**src/rtl/svsm_pkg.sv**
```systemverilog
// shared types and constants for the smoothed vca stereo mixer
// no dependencies; imported by svsm_gain, svsm_lane and the top level
`timescale 1ns / 1ps

package svsm_pkg;

  localparam int unsigned SAMPLE_W     = 16;
  localparam int unsigned OUT_W        = 24;
  localparam int unsigned GAIN_OUT_W   = 17;
  localparam int unsigned COEFF_W      = 16;
  localparam int unsigned DUTY_W       = 8;
  localparam int unsigned REVERB_SHARE = 44564;
  localparam int unsigned SAMPLE_MAX   = 32767;
  localparam int unsigned SAMPLE_NEG   = 32768;
  localparam logic [COEFF_W-1:0] COEFF_RESET = 16'd249;

  typedef enum logic [2:0] {
    ST_IDLE,
    ST_STEP,
    ST_UPD,
    ST_MUL,
    ST_OUT
  } state_t;

  typedef struct packed {
    logic load;
    logic step;
    logic update;
    logic mult;
  } ctrl_t;

endpackage

```
**src/rtl/svsm_lane.sv**
```systemverilog
// one side of the mixer: dry and reverb mix, gain multiply, saturation
// depends on svsm_pkg
`timescale 1ns / 1ps

module svsm_lane #(
  parameter int GAIN_FRAC_BITS = 16
) (
  input  logic                                clk,
  input  svsm_pkg::ctrl_t                     ctrl,
  input  logic signed [svsm_pkg::SAMPLE_W-1:0] dry_a,
  input  logic signed [svsm_pkg::SAMPLE_W-1:0] dry_b,
  input  logic signed [svsm_pkg::SAMPLE_W-1:0] wet,
  input  logic [GAIN_FRAC_BITS:0]             gain,
  output logic signed [svsm_pkg::OUT_W-1:0]   result
);
  import svsm_pkg::*;

  localparam int GW  = GAIN_FRAC_BITS + 1;
  localparam int ABW = 17 + GW + 1;
  localparam int WMW = 33;
  localparam int PWW = WMW + GW + 1;
  localparam int PW  = GW + 35;
  localparam int SH  = 16 + GAIN_FRAC_BITS;
  localparam int QW  = PW - SH;
  localparam logic signed [16:0] SHARE = 17'(REVERB_SHARE);

  logic signed [16:0]    sum_ab;
  logic signed [WMW-1:0] wm;
  logic signed [ABW-1:0] pab;
  logic signed [PWW-1:0] pw;
  logic signed [GW:0]    gain_s;
  logic signed [PW-1:0]  p;
  logic                  neg;
  logic [PW-1:0]         mag;
  logic [QW-1:0]         q;
  logic signed [15:0]    sat;

  assign gain_s = $signed({1'b0, gain});

  always_ff @(posedge clk) begin
    if (ctrl.load) begin
      sum_ab <= 17'(dry_a) + 17'(dry_b);
      wm     <= wet * SHARE;
    end
    if (ctrl.mult) begin
      pab <= sum_ab * gain_s;
      pw  <= wm * gain_s;
    end
  end

  always_comb begin
    p   = (PW'(pab) <<< 16) + PW'(pw);
    neg = p[PW-1];
    mag = neg ? PW'(-p) : PW'(p);
    q   = mag[PW-1:SH];
    if (neg) begin
      sat = (q > QW'(SAMPLE_NEG)) ? -16'sd32768 : 16'(-q);
    end else begin
      sat = (q > QW'(SAMPLE_MAX)) ? 16'sd32767 : 16'(q);
    end
    result = {sat, 8'h00};
  end

endmodule

```
**config.mk**
```make
export PLATFORM = sky130hd
export DESIGN_NAME = svsm_lane
export DESIGN_NICKNAME = d
export VERILOG_FILES = /design/src/rtl/svsm_pkg.sv /design/src/rtl/svsm_lane.sv
export SDC_FILE = /design/constraint.sdc
export NUM_CORES = 2
export LEC_CHECK = 0
export BUFFER_PORTS_ARGS = -buffer_cell sky130_fd_sc_hd__buf_2
export CORE_UTILIZATION = 40
export CTS_CLUSTER_DIAMETER = 60
export DETAILED_ROUTE_END_ITERATION = 16
export PLACE_DENSITY_LB_ADDON = 0.15
export REMOVE_ABC_BUFFERS = 1
export SYNTH_ARGS = -nofsm -noshare
export SYNTH_HDL_FRONTEND = slang
export SYNTH_SLANG_ARGS = --single-unit
```
**constraint.sdc**
```tcl
create_clock -name clk -period 8.1 [get_ports clk]
set_input_delay 0.81 -clock clk [delete_from_list [all_inputs] [get_ports clk]]
set_output_delay 0.81 -clock clk [all_outputs]
set_load 0.05 [all_outputs]
```
==> out/summary.txt <==
OUTCOME
-----------------------------------------------------------------------------------------------------
Status                                                                                   complete, no violations

SETUP PATH
-----------------------------------------------------------------------------------------------------
Crit path buf inv count                                                                             5
Worst Setup End Kind                                                                             flop
Category of the critical setup timing path                                                    reg2reg
Most Frequent Cell on Critical Path                                                      sky130_fd_sc_hd__fa_1
Worst path max stage delay                                                                    0.91 ns
Arrival time reported for the critical path endpoint                                          7.78 ns
CP top delay family                                                                       adder cells
Data required, critical path                                                                  8.32 ns
Largest fanout of any net on the critical path                                                     17
Kind of start point of the critical path                                                         flop
Cell with the biggest individual delay on the critical path                              sky130_fd_sc_hd__edfxtp_1

CELLS AND AREA
-----------------------------------------------------------------------------------------------------
Leading cell types in the layout, fill and taps excluded                                 sky130_fd_sc_hd__inv_1 (1023), sky130_fd_sc_hd__fa_1 (801), sky130_fd_sc_hd__nand2_1 (524)
Commonest non-fill, non-tap cell in the layout                                           sky130_fd_sc_hd__inv_1
Final Net Count                                                                                  5605
Fraction of final layout cells with drive strength greater than 1                              5.182%
Layout overhead on the synthesized area                                                        6.769%

TIMING
-----------------------------------------------------------------------------------------------------
Clock period minus worst slack                                                               7.555 ns
Final max-slew violation count                                                                      0
Clock skew                                                                                 0.02546 ns
Setup repair after global routing missed its margin                                             false
Final TNS setup                                                                                  0 ns
Setup Viol. Count Final                                                                             0
Worst slew margin                                                                              40.23%
Number of hold-slack violations in the final timing report                                          0
Final clock period utilization by the worst path                                               93.27%
Highest clock rate                                                                          132.4 MHz
Actual transition at the worst max-transition pin                                           0.8740 ns

CLOCKING
-----------------------------------------------------------------------------------------------------
Clock sink count                                                                                  132
Root buffer selected by CTS                                                              sky130_fd_sc_hd__clkbuf_16
Number of gates resized after cts                                                                   0
Inserted Clock Buffers                                                                             17
CTS hold repair buffers                                                                             0
Clock tree from TritonCTS                                                                       built
Deepest level of the CTS H-tree                                                                     4
Clock latency at the later pin of the worst-skew pair                                         0.50 ns
Post-CTS Repair Setup Buffers                                                                       0
Deepest clock path buffer count                                                                     2
Clk slew on worst S/H paths                                                                   0.06 ns

SYNTH
-----------------------------------------------------------------------------------------------------
Share of the synthesized area in compound gates (AO/OA/AOI/OAI)                                7.108%
Post-synthesis sequential area ratio                                                           10.03%
FF+latch count, synth                                                                             132
Async S/R FF share, synth                                                                          0%
Dominant combinational cell family by area after synthesis                                adder cells
Synthesis warning total                                                                             0
Post-synthesis share of cell area spent on full adders, half adders and majority gates         53.40%
Post-synth EDFFs                                                                                  132
Count of unique library cells instantiated by Yosys                                                82
Area share of xor/xnor cells in the synthesized design                                         2.948%
Summed instance area of the synthesized netlist                                            39520 um^2
Share of synthesized cell area in and, or, nand and nor gates                                  14.83%
Synth Flop Type                                                                          sky130_fd_sc_hd__edfxtp_1
Proportion of synthesized area in mux cells                                                   0.2216%
Mean cell area of the mapped netlist                                                       9.180 um^2
Synthesized instance count                                                                       4305

DRT
-----------------------------------------------------------------------------------------------------
Post-detailed-route wirelength per cell                                                      16.81 um
Vias post-DR                                                                                    27550
Ratio of routed vias to standard cells                                                          4.903
Detailed Route WL                                                                            94440 um
Residual DRC                                                                                        0
Number of nets with antenna violations after detailed routing                                       0
First-pass iteration count of the detailed router                                                   5
Number of DRC markers after the initial detailed-route iteration                                 1309

DIE
-----------------------------------------------------------------------------------------------------
Initial core utilization                                                                       40.62%
Ports placed on the boundary                                                                       94
Area inside the core boundary                                                              97280 um^2
Full die area                                                                             100100 um^2
Die width                                                                                    316.3 um
DIE HEIGHT                                                                                   316.3 um
Row count                                                                                         114

PLACE
-----------------------------------------------------------------------------------------------------
Final estimated routing congestion in global placement                                         0.8336
Buffers added on ports                                                                             83
Half-perimeter wire length after detailed placement                                          80110 um

JOB
-----------------------------------------------------------------------------------------------------
Total of max-cap violations                                                                         0

GLOBAL ROUTE
-----------------------------------------------------------------------------------------------------
Antenna violations before repair                                                                    6
Overflow after GRT                                                                                  0
Pin count of the biggest net entering global routing                                               70
Number of global-route vias before repair                                                       29220
Combined global-route utilization of all metal layers                                          19.85%
Global-route wire length before repair                                                      155400 um

HOLD PATH
-----------------------------------------------------------------------------------------------------
Worst hold path type                                                                           in2reg

[kinds of logic (layout without fill, tap and decap cells)]
family                     Yosys count  count (layout)
buffers and inverters             1193            1223
adders and majority gates         1206            1206
xor gates and xnor gates           133             133
and+or+nand+nor                   1206            1206
DFF                                132             132
other                                1               9
AOI/OAI and AO/OA                  426             426
muxes                                8               8
[synth_stat cells, types with 37 or more instances]
master / number / area (um^2)
sky130_fd_sc_hd__nor3_1: 37 / 185.2
sky130_fd_sc_hd__clkbuf_1: 155 / 581.8
sky130_fd_sc_hd__inv_1: 1023 / 3840
sky130_fd_sc_hd__and2_1: 360 / 2252
sky130_fd_sc_hd__nand3_1: 39 / 195.2
sky130_fd_sc_hd__o21ai_0: 77 / 385.4
sky130_fd_sc_hd__fa_1: 801 / 16040
sky130_fd_sc_hd__nand2_1: 524 / 1967
sky130_fd_sc_hd__a21o_1: 45 / 337.8
sky130_fd_sc_hd__xnor2_1: 104 / 910.9
sky130_fd_sc_hd__a21oi_1: 119 / 595.6
sky130_fd_sc_hd__ha_1: 405 / 5067
sky130_fd_sc_hd__edfxtp_1: 132 / 3964
sky130_fd_sc_hd__nor2_1: 130 / 488.0
[worst register-to-register path: cells and delay by family (launching register included)]
| kind | cells | cell delay, ns |
|---|---|---|
| AO/OA/AOI/OAI | 8 | 1.71 |
| buffers and inverters | 5 | 0.48 |
| flip-flops | 1 | 0.91 |
| adder cells (fa/ha/maj) | 7 | 3.45 |
| AND/OR/NAND/NOR | 6 | 0.77 |
[final cells by class]
type,instances,area (um^2)
Antenna cell,1,2.502
Clock buffer,17,425.4
Clock inverter,15,157.7
Fill cell,9786,55090
Inverter,1024,3844
Multi-Input combinational cell,2987,31050
Sequential cell,132,3964
Tap cell,1276,1597
Timing Repair Buffer,167,1149
[stage by stage]
step / cells / cell area, um^2 / utilization, % / setup WS, ns / hold WS [ns]
floorplan: 4143 / 38860 / - / 1.088 / 0.7309
global placement: 5586 / 41610 / 42.77 / 0.07929 / 1.058
detailed placement: 5586 / 41610 / 42.77 / 0.02275 / 1.068
CTS: 5618 / 42190 / 43.37 / 0.5293 / 0.5952
global route: 5618 / 42190 / 43.37 / 0.1439 / 0.6383
finish: 5619 / 42190 / 43.37 / 0.5452 / 0.6323
[layer usage]
metal  vias to the layer above  GRT usage (%)  part of all wire, %
li1                      13150              -                    -
met2                       392          32.96                   47
met3                        75          2.001                  3.4
met4                         2          4.480                  1.6
met1                     13930          28.01                   48
met5                         -              0                0.014
[final timing paths]
path | startpoint | to | slack [ns] | cells past startpoint
max reg2reg | wm[17] | pw[49] | 0.55 | 26
min reg2reg | wm[2] | pw[2] | 1.07 | 1
max | wm[17] | pw[49] | 0.55 | 26
min | wet[0] | wm[2] | 0.63 | 1
[state kept, by name, summed over array words and instances, names as in the netlist]
| name | count |
|---|---|
| wm | 31 |
| sum_ab | 17 |
| pw | 49 |
| pab | 35 |
Power is left out: the tool's default activity adds up to more than one toggle a clock period on the data nets, which glitch-free logic cannot reach.
